File: src/hw/rtl/irpwc_pkg.sv
// ---------------------------------------------------------------------------
// IR pulse width capture package
// Shared types and register indexes for the capture block.
// ---------------------------------------------------------------------------
package irpwc_pkg;

    localparam int TicksW   = 16;
    localparam int IndexW   = 7;
    localparam int CountW   = 8;
    localparam int CfgAddrW = 1;
    localparam int CfgDataW = 16;

    localparam logic [TicksW-1:0] TimerMax     = '1;
    localparam logic [TicksW-1:0] GapThreshRst = 16'd100;

    localparam logic [CfgAddrW-1:0] RegGapThreshold   = 1'd0;
    localparam logic [CfgAddrW-1:0] RegIndicatorEnable = 1'd1;

    localparam logic CmdTick   = 1'b0;
    localparam logic CmdResume = 1'b1;

    typedef enum logic [3:0] {
        ST_IDLE  = 4'b0001,
        ST_MARK  = 4'b0010,
        ST_SPACE = 4'b0100,
        ST_STOP  = 4'b1000
    } cap_state_t;

    typedef struct packed {
        logic              valid;
        logic [IndexW-1:0] index;
        logic [TicksW-1:0] ticks;
    } rec_t;

endpackage

File: src/hw/rtl/irpwc_step.sv
// ---------------------------------------------------------------------------
// IR pulse width capture step
// Next-state and record logic for one sample tick or resume command.
// ---------------------------------------------------------------------------
module irpwc_step #(
    parameter int CntW = 8,
    parameter int BufEntries = 128
) (
    input  logic                      command,
    input  logic                      line_is_mark,
    input  logic [irpwc_pkg::TicksW-1:0] gap_threshold,
    input  logic                      indicator_enable,
    input  irpwc_pkg::cap_state_t     state,
    input  logic [irpwc_pkg::TicksW-1:0] timer,
    input  logic [CntW-1:0]           cnt,
    input  logic                      ind,
    output irpwc_pkg::cap_state_t     state_next,
    output logic [irpwc_pkg::TicksW-1:0] timer_next,
    output logic [CntW-1:0]           cnt_next,
    output logic                      ind_next,
    output irpwc_pkg::rec_t           rec
);
    import irpwc_pkg::*;

    localparam int WideW = (CntW > IndexW) ? CntW : IndexW;

    logic [TicksW-1:0] timer_inc;
    cap_state_t        state_eff;
    logic [WideW-1:0]  cnt_wide;
    logic [IndexW-1:0] cur_index;

    assign timer_inc = (timer == TimerMax) ? timer : timer + 1'b1;
    assign state_eff = (cnt >= CntW'(BufEntries)) ? ST_STOP : state;
    assign cnt_wide  = WideW'(cnt);
    assign cur_index = cnt_wide[IndexW-1:0];

    always_comb
    begin
        state_next = state;
        timer_next = timer;
        cnt_next   = cnt;
        ind_next   = ind;
        rec        = '0;
        if (command == CmdResume)
        begin
            state_next = ST_IDLE;
            cnt_next   = '0;
        end
        else
        begin
            state_next = state_eff;
            timer_next = timer_inc;
            unique case (state_eff)
                ST_IDLE:
                begin
                    if (line_is_mark)
                    begin
                        timer_next = '0;
                        if (timer_inc >= gap_threshold)
                        begin
                            rec.valid  = 1'b1;
                            rec.ticks  = timer_inc;
                            cnt_next   = CntW'(1);
                            state_next = ST_MARK;
                        end
                    end
                end
                ST_MARK:
                begin
                    if (!line_is_mark)
                    begin
                        rec.valid  = 1'b1;
                        rec.index  = cur_index;
                        rec.ticks  = timer_inc;
                        cnt_next   = cnt + 1'b1;
                        timer_next = '0;
                        state_next = ST_SPACE;
                    end
                end
                ST_SPACE:
                begin
                    if (line_is_mark)
                    begin
                        rec.valid  = 1'b1;
                        rec.index  = cur_index;
                        rec.ticks  = timer_inc;
                        cnt_next   = cnt + 1'b1;
                        timer_next = '0;
                        state_next = ST_MARK;
                    end
                    else if (timer_inc > gap_threshold)
                    begin
                        state_next = ST_STOP;
                    end
                end
                ST_STOP:
                begin
                    if (line_is_mark)
                    begin
                        timer_next = '0;
                    end
                end
                default:
                begin
                    state_next = ST_IDLE;
                end
            endcase
            if (indicator_enable)
            begin
                ind_next = line_is_mark;
            end
        end
    end

endmodule

File: src/hw/rtl/ir_pulse_width_capture.sv
// ---------------------------------------------------------------------------
// IR pulse width capture
// Measures gap, mark and space durations of a demodulated infrared line.
// ---------------------------------------------------------------------------
// Input beats arrive on s_tvalid/s_tready: s_tuser is the command (0 = sample
// tick, 1 = resume capture), s_tdata[0] the sampled line level. Every input
// beat yields exactly one output beat on m_tvalid/m_tready: m_tuser is
// record_valid, m_tdata carries index, ticks, frame_done, entry_count and
// the indicator level.
// The state update and the result are computed in a single pass from the
// state registers and the input beat, and the result lands in the output
// register on the accepting edge. One beat is taken per cycle while the
// receiver does not stall; the output register is the only stage.
// When the receiver stalls, s_tready drops while a result is held and rises
// again in the cycle the result is taken, so no bubble is inserted.
// Configuration writes (cfg_we, cfg_addr, cfg_wdata) take effect on the
// next edge: index 0 is the gap threshold, index 1 the indicator enable.
// Reset puts capture in idle with timer, entry count and indicator cleared,
// the gap threshold at 100 and the indicator disabled; no beat is pending.
// ---------------------------------------------------------------------------
module ir_pulse_width_capture #(
    parameter int BUFFER_ENTRIES = 128
) (
    input  logic                            clk,
    input  logic                            rst_n,
    input  logic                            cfg_we,
    input  logic [irpwc_pkg::CfgAddrW-1:0]  cfg_addr,
    input  logic [irpwc_pkg::CfgDataW-1:0]  cfg_wdata,
    input  logic                            s_tvalid,
    output logic                            s_tready,
    input  logic [7:0]                      s_tdata,  // [0] line_is_mark, [7:1] zero
    input  logic                            s_tuser,  // [0] command
    output logic                            m_tvalid,
    input  logic                            m_tready,
    output logic [39:0]                     m_tdata,  // [6:0] record_index,
                                                      // [22:7] record_ticks,
                                                      // [23] frame_done,
                                                      // [31:24] entry_count,
                                                      // [32] indicator, [39:33] zero
    output logic                            m_tuser   // [0] record_valid
);
    import irpwc_pkg::*;

    localparam int CntW  = $clog2(BUFFER_ENTRIES + 1);
    localparam int WideW = (CntW > CountW) ? CntW : CountW;

    logic [TicksW-1:0] gap_threshold_reg;
    logic              indicator_enable_reg;
    cap_state_t        state_reg;
    cap_state_t        state_next;
    logic [TicksW-1:0] timer_reg;
    logic [TicksW-1:0] timer_next;
    logic [CntW-1:0]   cnt_reg;
    logic [CntW-1:0]   cnt_next;
    logic              ind_reg;
    logic              ind_next;
    rec_t              rec;
    logic              accept;
    logic              out_valid_reg;
    logic [39:0]       out_data_reg;
    logic [39:0]       out_data_next;
    logic              out_user_reg;
    logic [WideW-1:0]  cnt_wide;

    assign s_tready = !out_valid_reg || m_tready;
    assign accept   = s_tvalid && s_tready;
    assign m_tvalid = out_valid_reg;
    assign m_tdata  = out_data_reg;
    assign m_tuser  = out_user_reg;

    irpwc_step #(
        .CntW       (CntW),
        .BufEntries (BUFFER_ENTRIES)
    ) u_step (
        .command          (s_tuser),
        .line_is_mark     (s_tdata[0]),
        .gap_threshold    (gap_threshold_reg),
        .indicator_enable (indicator_enable_reg),
        .state            (state_reg),
        .timer            (timer_reg),
        .cnt              (cnt_reg),
        .ind              (ind_reg),
        .state_next       (state_next),
        .timer_next       (timer_next),
        .cnt_next         (cnt_next),
        .ind_next         (ind_next),
        .rec              (rec)
    );

    assign cnt_wide = WideW'(cnt_next);

    always_comb
    begin
        out_data_next        = '0;
        out_data_next[6:0]   = rec.index;
        out_data_next[22:7]  = rec.ticks;
        out_data_next[23]    = (state_next == ST_STOP);
        out_data_next[31:24] = cnt_wide[CountW-1:0];
        out_data_next[32]    = ind_next;
    end

    always_ff @(posedge clk or negedge rst_n)
    begin
        if (!rst_n)
        begin
            gap_threshold_reg    <= GapThreshRst;
            indicator_enable_reg <= 1'b0;
        end
        else if (cfg_we)
        begin
            unique case (cfg_addr)
                RegGapThreshold:    gap_threshold_reg    <= cfg_wdata;
                RegIndicatorEnable: indicator_enable_reg <= cfg_wdata[0];
                default:            ;
            endcase
        end
    end

    always_ff @(posedge clk or negedge rst_n)
    begin
        if (!rst_n)
        begin
            state_reg     <= ST_IDLE;
            timer_reg     <= '0;
            cnt_reg       <= '0;
            ind_reg       <= 1'b0;
            out_valid_reg <= 1'b0;
        end
        else
        begin
            if (accept)
            begin
                state_reg <= state_next;
                timer_reg <= timer_next;
                cnt_reg   <= cnt_next;
                ind_reg   <= ind_next;
            end
            if (accept)
            begin
                out_valid_reg <= 1'b1;
            end
            else if (m_tready)
            begin
                out_valid_reg <= 1'b0;
            end
        end
    end

    always_ff @(posedge clk)
    begin
        if (accept)
        begin
            out_data_reg <= out_data_next;
            out_user_reg <= rec.valid;
        end
    end

`ifndef SYNTHESIS
    a_stall_blocks_input: assert property (@(posedge clk) disable iff (!rst_n)
        (m_tvalid && !m_tready) |-> !s_tready)
        else $error("input accepted while a result is stalled");

    a_count_in_range: assert property (@(posedge clk) disable iff (!rst_n)
        cnt_reg <= CntW'(BUFFER_ENTRIES))
        else $error("entry count beyond buffer size");

    a_record_not_stopped: assert property (@(posedge clk) disable iff (!rst_n)
        (m_tvalid && m_tuser) |-> !m_tdata[23])
        else $error("record issued together with stopped state");

    a_resume_clears: assert property (@(posedge clk) disable iff (!rst_n)
        (accept && s_tuser) |=> (state_reg == ST_IDLE && cnt_reg == '0))
        else $error("resume did not rearm capture");
`endif

endmodule
File: config.mk
export PLATFORM = sky130hd
export DESIGN_NAME = ir_pulse_width_capture
export DESIGN_NICKNAME = d
export VERILOG_FILES = /design/src/hw/rtl/irpwc_pkg.sv /design/src/hw/rtl/irpwc_step.sv /design/src/hw/rtl/ir_pulse_width_capture.sv
export SDC_FILE = /design/constraint.sdc
export NUM_CORES = 1
export LEC_CHECK = 0
export BUFFER_PORTS_ARGS = -buffer_cell sky130_fd_sc_hd__clkbuf_2
export CAP_MARGIN = 40
export CELL_PAD_IN_SITES_DETAIL_PLACEMENT = 1
export CELL_PAD_IN_SITES_GLOBAL_PLACEMENT = 2
export CORE_MARGIN = 5
export CORE_UTILIZATION = 30
export CTS_CLUSTER_DIAMETER = 120
export CTS_CLUSTER_SIZE = 24
export DETAILED_ROUTE_END_ITERATION = 8
export PLACE_DENSITY = 0.64
export SLEW_MARGIN = 20
export SYNTH_ARGS = -nofsm -noshare
export SYNTH_HDL_FRONTEND = slang
export SYNTH_HIERARCHICAL = 1
export SYNTH_SLANG_ARGS = --single-unit
export TNS_END_PERCENT = 50
File: constraint.sdc
create_clock -name clk -period 3.99 [get_ports clk]
set_input_delay 0.1995 -clock clk [delete_from_list [all_inputs] [get_ports clk]]
set_output_delay 0.1995 -clock clk [all_outputs]
set_load 0.02 [all_outputs]
Word-level counts from Yosys, hierarchy flattened
Cells that the tools add are included.

storage, ports and cells
  bits in registers = 81
  input bits = 31
  output and inout bits = 43
  word-level logic and storage cells = 62

cells by class
  add/sub/neg operators = 2
  magnitude comparators = 3
  equal/unequal tests = 6
  mux-type cells = 31
  bitwise gates (word level) = 2
  reduce and logical (&&, ||, !) cells = 8

operator list
  kind                   number
  $mux 16                5
  $mux 24                2
  $pmux 16 s3            1
  $mux 8                 5
  $pmux 16 s2            1
  $mux 4                 7
  $pmux 8 s3             1
  $add 16x1->16 const B  1
  $eq 16x16->1 const B   1
  $ge 16x16->1           1
  $gt 16x16->1           1
  $pmux 4 s4             1
  $pmux 7 s2             1
  $add 8x1->8 const B    1
  $eq 4x4->1 const B     2
  $ge 8x8->1 const B     1
  $mux 1                 6
  $reduce_and 2->1       3
  $eq 4x1->1 const B     1
  $eq 4x2->1 const B     1
  $eq 4x3->1 const B     1
  $pmux 1 s3             1
  $reduce_or 3->1        1
  $not 1->1              2
  4 further kinds        4

Depth between registers and ports, before layout
Gate-level depths: netlist of run 1.

  depth in word-level cells = 8
  gate-level depth with buffers = 14
  mapped depth without buffers = 14

Hierarchy
Netlist of run 1, hierarchy kept.

modules (own cells, without submodules)
  module                  instances  cells each  area each (sq um)  sequential area each (sq um)
  ir_pulse_width_capture  1          147         2940.3             2202.1
  irpwc_step              1          295         1918.1             0.0

Least setup slack after synthesis of run 1
OpenSTA, ideal clock, no wires.

  kind = register to register
  from = register timer_reg[9]
  to = register out_data_reg[23] (netlist: m_tdata[23]), data pin
  setup time = 0.182 ns
  arrival time = 3.243 ns
  slack = 0.565 ns
  cell stages (with the launch flop) = 14
  period minus slack after synthesis = 3.425 ns
  cells stage by stage = dfrtp_1 -> clkbuf_2 -> nand4_1 -> nor3_4 -> nand2_2 -> and4_1 -> xor2_1 -> ha_1 -> a21oi_1 -> a211oi_2 -> or4_4 -> o21ai_0 -> a21oi_1 -> nor4b_1

on the way
  cells in the longest elaborated chain, start to end = 8
  elaborated cells on any way between the ends = 12

RTL lines
  what                                           line                                RTL
  start, declared                                ir_pulse_width_capture.sv:51        logic [TicksW-1:0] timer_reg;
  start signal, assigned                         ir_pulse_width_capture.sv:134       timer_reg <= timer_next;
  $add 16x1->16 or $eq 16x16->1 (tied branches)  irpwc_step.sv:32                    assign timer_inc = (timer == TimerMax) ? timer : timer + 1'b1;
  $mux 16 *                                      irpwc_step.sv:32
  $gt 16x16->1 or $ge 16x16->1 (tied branches)   irpwc_step.sv:91, irpwc_step.sv:59
  $mux 4, on equally long branches               irpwc_step.sv:91, irpwc_step.sv:59
  $mux 4, on equally long branches               irpwc_step.sv:82, irpwc_step.sv:56
  $pmux 4 s4 *                                   irpwc_step.sv:53                    unique case (state_eff)
  $mux 4 *                                       irpwc_step.sv:44                    if (command == CmdResume)
  net state_next[1]                              ir_pulse_width_capture.sv:50        cap_state_t state_next;
  $eq 4x4->1 *                                   ir_pulse_width_capture.sv:97        out_data_next[23] = (state_next == ST_STOP);
  net out_data_next[23]                          ir_pulse_width_capture.sv:61        logic [39:0] out_data_next;
  end signal, assigned                           ir_pulse_width_capture.sv:153       out_data_reg <= out_data_next;
  end, declared                                  ir_pulse_width_capture.sv:60        logic [39:0] out_data_reg;

The timed path passes the listed nets; every way through them passes the cells marked *.
A chain may end at the register's enable or synchronous reset.

Worst setup path in the final report of run 1
  from = register timer_reg[15]
  to = register out_data_reg[23] (netlist: m_tdata[23]), data pin

Same word-level chain as after synthesis.

==> reports/results.txt, run 1 <==
Routed Antenna Nets - 0
Syn Std Cell Area - 4860 µm²
reg2reg path depth - 14
DP Worst Slack - 203 ps
H-tree depth - 3
Worst Path Max Fanout - 6
GPL Wtd Cong - 0.803
die width - 137 µm
Top Ports - 74
via count - 3703
GRT overflow - 0
Seq/Total Area, Yosys - 0.453
Largest register FFs - 33
clk_skew - 8.31 ps
# Max-Cap Violations - 0
Arr. time, crit path - 3860 ps
share of the synthesized area in the top cell type - 0.221
share of layout cells above drive strength 1 - 0.379
Root Buffer Master - clkbuf_16
post-DR wirelength/cell - 17.5 µm
Top FF cell, synth - dfrtp_1
Setup-failing EPs final - 0
DRC viols - 0
number of enable flip-flop cells after synthesis - 34
RR Endpoint - m_tdata[23]$_DFFE_PP_
Worst-Margin Slew - 837 ps
Diodes inserted - 0
minimum clock period after layout - 3720 ps
flops & latches, synth - 81
later-pin clock latency in the skew report - 340 ps
RSZ-0062 raised after global routing - no
vias per inst - 4.89
initial antenna violation count - 0
asr flop ratio synth - 0.580
area delta synth->final - 22.5%
Hold Buf Count CTS - 0
outcome - finished, violations left
WP data required - 4140 ps
VDD IR max - 244 µV
Die Ht - 137 µm
Setup CP Type - reg -> reg
max_slew headroom - 0.442
Tcrit/Tclk final - 0.931
Seq. cell area - 2200 µm²
clock buffer depth - 2
Mapped Avg Cell Area - 11.0 µm²
Startpoint Class - register
nets@finish - 588
Core Box Area - 15900 µm²
area of the multi-input gates - 2430 µm²
Max Slew Vio Count - 0
# rows - 46
Ys Warns - 6
total die area - 18800 µm²
pin count of the biggest net entering global routing - 48
number of fill cells in the layout - 1807
pwr dens - 394 nW/µm²
Initial Util - 0.306
Pleak - 0.00267 µW
Synth Instances - 442
Starting DRT DRC Count - 111
Clock Sinks - 81
global-route wire length before repair - 21.3 mm
leading area contributor after synthesis - dfrtp_1
cts bufs inserted - 9
Clk pin slew, worst setup/hold paths - 60 ps
CP endpoint kind - register
Post-Route WL - 13.2 mm
hold_ws - -20.2 ps
setup ws final - 275 ps
r2r setup slk - 270 ps
Hold Vio Cnt, Final - 28
DRT Pass-1 Iters - 4
most frequent cells after synthesis - dfrtp_1 (43), mux2_2 (37), edfxtp_1 (34)
setup_tns - 0 ps
CTS tree - done
hpwl dp - 9.84 mm
Worst Hold Class - in -> async
FF-to-FF Start - timer_reg[15]$_DFFE_PN0P_
fmax - 269 MHz
top cells by area, synth - dfrtp_1 (22%), edfxtp_1 (21%), mux2_2 (8.6%)
failing checks - negative hold slack
vias in the first global route - 3999
Netlist cell types - 65
most frequent cell after synthesis - dfrtp_1
input/output buffers - 59
GRT Total Usage - 0.145
## worst max-delay path, stage by stage, from the launching register on
cell      delay [ps]
dfrtp_1          420
nand3_1          190
nor3_4           330
nand2_2           80
and4_1           230
xor2_1           250
buf_4            170
ha_1             250
a21oi_1          200
a211oi_2         100
or4_4            580
o21ai_0          190
buf_4            150
a21oi_1           70
nor4b_1          320
## stage by stage
step	total power, µW	std cells	util	cell area (µm²)	hold slack [ps]
4_1_cts	2380	754	0.370	5880	7.18
6_report	2340	757	0.375	5950	-20.2
2_1_floorplan	1340	448	-	4880	-96.1
5_1_grt	2470	757	0.375	5950	50.2
3_5_place_dp	1540	738	0.352	5590	374
3_3_place_gp	1520	738	0.352	5590	374
## routing by layer
layer / track usage / vias up / wire [µm]
met5: 0 / - / 0
met1: 0.189 / 1856 / 6170
met2: 0.247 / 51 / 6480
met3: 0.0234 / 13 / 386
li1: - / 1783 / -
met4: 0.0482 / 0 / 214
## report_power, final
group | leakage [µW] | switching (µW) | internal (µW)
Clock | 0.000144 | 343 | 478
Combinational | 0.00159 | 302 | 233
Sequential | 0.000940 | 41.4 | 946
## cell type report
cell class | count | share of cell area
timing repair buffer | 105 | 0.110
inverter | 26 | 0.0164
clock buffer | 11 | 0.0444
multi-input combinational | 313 | 0.408
tap | 216 | 0.0454
sequential | 81 | 0.370
clock inverter | 5 | 0.00589
## cells in the final DEF (no fill, tap or decap), types with 14 or more instances in the layout
cell,n
ha_1,21
nand3_1,14
nor2_1,22
edfxtp_1,34
o21ai_0,22
dfrtp_1,43
clkbuf_2,59
buf_4,45
nand2_1,22
inv_1,26
a21oi_1,19
mux2_2,37
## timing repair
action	CTS	global route
setup endpoints to repair	0	1
gates resized for setup	0	8
buffers inserted	0	3
## kinds of logic after synthesis
family	synth area share
AND/OR/NAND/NOR	0.145
AO/OA/AOI/OAI	0.144
flip-flops	0.453
buffers and inverters	0.0605
multiplexers	0.123
adder cells (fa/ha/maj)	0.0541
XOR/XNOR	0.0198
other	0.000772
## worst max-delay path by stage
stage | start | endpoint | cells past startpoint
after global routing | timer_reg[15]$_DFFE_PN0P_ | m_tdata[23]$_DFFE_PP_ | 14
after detailed placement | timer_reg[12]$_DFFE_PN0P_ | m_tdata[23]$_DFFE_PP_ | 15
after CTS | timer_reg[12]$_DFFE_PN0P_ | m_tdata[23]$_DFFE_PP_ | 15
final | timer_reg[15]$_DFFE_PN0P_ | m_tdata[23]$_DFFE_PP_ | 14
after floorplan | timer_reg[9]$_DFFE_PN0P_ | m_tdata[23]$_DFFE_PP_ | 13
after global placement | timer_reg[10]$_DFFE_PN0P_ | m_tdata[23]$_DFFE_PP_ | 14
(Power assumes the default switching activity.)
==> run 2: changes to the inputs <==
--- a/config.mk
+++ b/config.mk
@@ -14,10 +14,9 @@
 export CTS_CLUSTER_DIAMETER = 120
 export CTS_CLUSTER_SIZE = 24
 export DETAILED_ROUTE_END_ITERATION = 8
-export PLACE_DENSITY = 0.64
+export PLACE_DENSITY = 0.73
 export SLEW_MARGIN = 20
 export SYNTH_ARGS = -nofsm -noshare
 export SYNTH_HDL_FRONTEND = slang
-export SYNTH_HIERARCHICAL = 1
 export SYNTH_SLANG_ARGS = --single-unit
 export TNS_END_PERCENT = 50
==> run 2 against run 1 <==
Effect of this change: clock power up 18%; via count up 7.0%; final area down 3.1%; clock skew down 3.0 ps; first-iteration DRC count up 44%; worst setup slack worse by 120 ps; the run now ends clean; global-route usage up 0.63 points; final cell count up 2.8%; synthesized area down 3.1%; sequential share of layout area up 1.2 points.
==> reports/results.txt, run 2 <==
Core Box Area - 15300 µm² (-3.6%)
Netlist cell types - 72 (+11%)
Diodes inserted - 0 (unchanged)
Routed Antenna Nets - 0 (unchanged)
Hold Vio Cnt, Final - 0 (-100%)
DRC viols - 0 (unchanged)
via count - 3962 (+7.0%)
CTS tree - done
asr flop ratio synth - 0.580 (unchanged)
largest family of logic cells by synthesized area - compound AO/OA/AOI/OAI gates
minimum clock period after layout - 3840 ps (+123 ps)
# rows - 45 (-2.2%)
# Max-Cap Violations - 0 (unchanged)
Synth Instances - 487 (+10%)
Top Ports - 74 (unchanged)
flops & latches, synth - 81 (unchanged)
Worst-Margin Slew - 641 ps (-197 ps)
Initial Util - 0.307 (+0.00143)
Clk pin slew, worst setup/hold paths - 60 ps (about the same)
FF-to-FF Start - timer_reg[9]$_DFFE_PN0P_
most frequent cell after synthesis - nand2_1
Post-Route WL - 13.5 mm (+2.0%)
xor-xnor portion of the synthesized cell area - 0.0223 (+0.00250)
vias per inst - 5.09 (+4.1%)
Startpoint Class - register
reg2reg path depth - 14 (unchanged)
most frequent cells after synthesis - nand2_1 (52), o21ai_0 (44), dfrtp_1 (43)
leading area contributor after synthesis - dfrtp_1
area delta synth->final - 22.5% (about the same)
Tcrit/Tclk final - 0.962 (+0.0309)
Max Slew Vio Count - 0 (unchanged)
hold path depth - 3
Worst Hold Class - in -> reg
H-tree depth - 3 (unchanged)
VDD IR max - 219 µV (-10%)
DRT Pass-1 Iters - 4 (unchanged)
Seq/Total Area, Yosys - 0.468 (+0.0147)
commonest non-fill, non-tap cell in the layout - clkbuf_2
post-synthesis simple-gate area fraction - 0.182 (+0.0374)
top cells by area, synth - dfrtp_1 (23%), edfxtp_1 (22%), ha_1 (5.6%)
Top FF cell, synth - dfrtp_1
global-route wire length before repair - 22.0 mm (+3.1%)
Starting DRT DRC Count - 160 (+44%)
commonest cells after routing, fill and taps aside - clkbuf_2 (59), nand2_1 (52), o21ai_0 (44)
outcome - finished, final reports clean
GRT overflow - 0 (unchanged)
Arr. time, crit path - 3910 ps (+50 ps)
die width - 135 µm (-1.5%)
RR Endpoint - m_tdata[13]$_SDFFCE_PP0P_
WHS Endpoint - gap_threshold_reg[13]$_DFFE_PN0P_
share of the synthesized area in the top cell type - 0.229 (+0.00718)
Clock Sinks - 81 (unchanged)
post-synthesis compound-gate area fraction - 0.194 (+0.0496)
WP data required - 4060 ps (-80 ps)
input/output buffers - 59 (unchanged)
total die area - 18300 µm² (-2.9%)
Setup-failing EPs final - 0 (unchanged)
Syn Std Cell Area - 4710 µm² (-3.1%)
nets@finish - 614 (+4.4%)
Pleak - 0.00243 µW (-8.9%)
cts bufs inserted - 9 (unchanged)
clk_skew - 5.27 ps (-3.03 ps)
Ys Warns - 0 (-6)
Final Util - 0.376 (+0.00178)
pin count of the biggest net entering global routing - 49 (+2.1%)
CP endpoint kind - register
Mapped Avg Cell Area - 9.66 µm² (-12%)
Hold Startpoint - cfg_wdata[13]
r2r setup slk - 150 ps (-120 ps)
GPL Wtd Cong - 0.849 (+5.7%)
post-DR wirelength/cell - 17.4 µm (-0.75%)
GRT Total Usage - 0.152 (+0.00630)
Die Ht - 135 µm (-1.5%)
hold_ws - 60.7 ps (+80.8 ps)
Worst Path Max Fanout - 19 (+13)
Root Buffer Master - clkbuf_16
Post-Synth Adder-Cell Area - 0.0558 (+0.00175)
Largest register FFs - 33 (unchanged)
hpwl dp - 9.98 mm (+1.4%)
clock buffer depth - 2 (unchanged)
number of enable flip-flop cells after synthesis - 34 (unchanged)
Setup CP Type - reg -> reg
post-synthesis mux area share - 0.0165 (-0.106)
fmax - 261 MHz (-3.2%)
pwr dens - 425 nW/µm² (+8.0%)
vias in the first global route - 4132 (+3.3%)
initial antenna violation count - 0 (unchanged)
max_slew headroom - 0.573 (+0.131)
share of layout cells above drive strength 1 - 0.240 (-0.139)
later-pin clock latency in the skew report - 340 ps (about the same)
[run 2: cell count changes after synthesis, sizes merged, moves of 5 or more]
cell,change
mux2,-43
nand2,+27
o21ai,+23
nor2,+14
and3,+7
nor3,+7
buf,-5
clkbuf,+5
nand4,-5
[run 2: power by group]
part	internal, µW	total (µW)	switching, µW
combinational	177	499	322
clock	628	967	339
sequential	939	985	46.1
total	1740	2450	707
[run 2: cells by family after synthesis]
family | after synthesis
compound gates | 136
xor+xnor | 12
fa+ha+maj | 21
buf+inv | 61
flops | 81
mux | 6
other cells | 1
simple gates | 169
[run 2: per-stage QoR]
step	area (µm²)	std cells	worst slack [ps]	total power [µW]	TNS (ps)
after CTS	5700	778	43.4	2460	0
after floorplan	4730	493	262	1290	0
after detailed placement	5340	761	-2.88	1480	-2.88
final	5760	778	151	2450	0
after global routing	5760	778	-8.79	2580	-21.2
after global placement	5330	760	123	1450	0
[run 2: cell type report]
| type | instances | area, µm² |
|---|---|---|
| Timing Repair Buffer | 86 | 517 |
| Clock buffer | 11 | 243 |
| Clock inverter | 5 | 103 |
| Fill cell | 1815 | 9550 |
| Multi-Input combinational cell | 351 | 2310 |
| Tap cell | 211 | 264 |
| Inverter | 33 | 124 |
| Sequential cell | 81 | 2200 |
[run 2: how the worst max path moves through the flow]
stage / startpoint / endpoint / depth (start not counted) / slack (ps)
after global placement: timer_reg[0]$_DFFE_PN0P_ / m_tdata[18]$_SDFFCE_PP0P_ / 16 / 120
after detailed placement: timer_reg[9]$_DFFE_PN0P_ / m_tdata[25]$_DFFE_PP_ / 16 / -3
after floorplan: timer_reg[0]$_DFFE_PN0P_ / m_tdata[24]$_DFFE_PP_ / 15 / 260
after CTS: timer_reg[9]$_DFFE_PN0P_ / m_tdata[25]$_DFFE_PP_ / 16 / 40
after global routing: timer_reg[0]$_DFFE_PN0P_ / m_tdata[14]$_SDFFCE_PP0P_ / 16 / -9
final: timer_reg[9]$_DFFE_PN0P_ / m_tdata[13]$_SDFFCE_PP0P_ / 14 / 150
[run 2: layer usage]
layer	GRT usage	up-vias	routed length, µm	part of all wire
met5	0	-	0	0
met4	0.0627	0	309	0.023
met3	0.0238	20	582	0.043
met2	0.233	95	6040	0.45
met1	0.213	1934	6580	0.49
li1	-	1913	-	-
[run 2: worst max-delay path: stages (launching register included)]
cell and delay, ps:
dfrtp_1 410, and3_1 220, nor4b_2 160, buf_4 150, a21oi_2 200, nand3_1 210, xnor2_2 250, ha_1 300
a21oi_1 170, nor2_1 50, or3_1 400, or4b_4 520, o2111ai_4 220, buf_12 180, a21boi_0 100
[run 2: timing repair]
| item | 4_1_cts | 5_1_grt |
|---|---|---|
| setup endpoints to repair | 2 | 33 |
| gates cloned | 0 | 0 |
| gates resized for setup | 1 | 15 |
| hold buffers | 1 | 0 |
| buffers inserted | 0 | 0 |
| pin swaps | 0 | 2 |
| endpoints found under the hold margin | 8 | 0 |
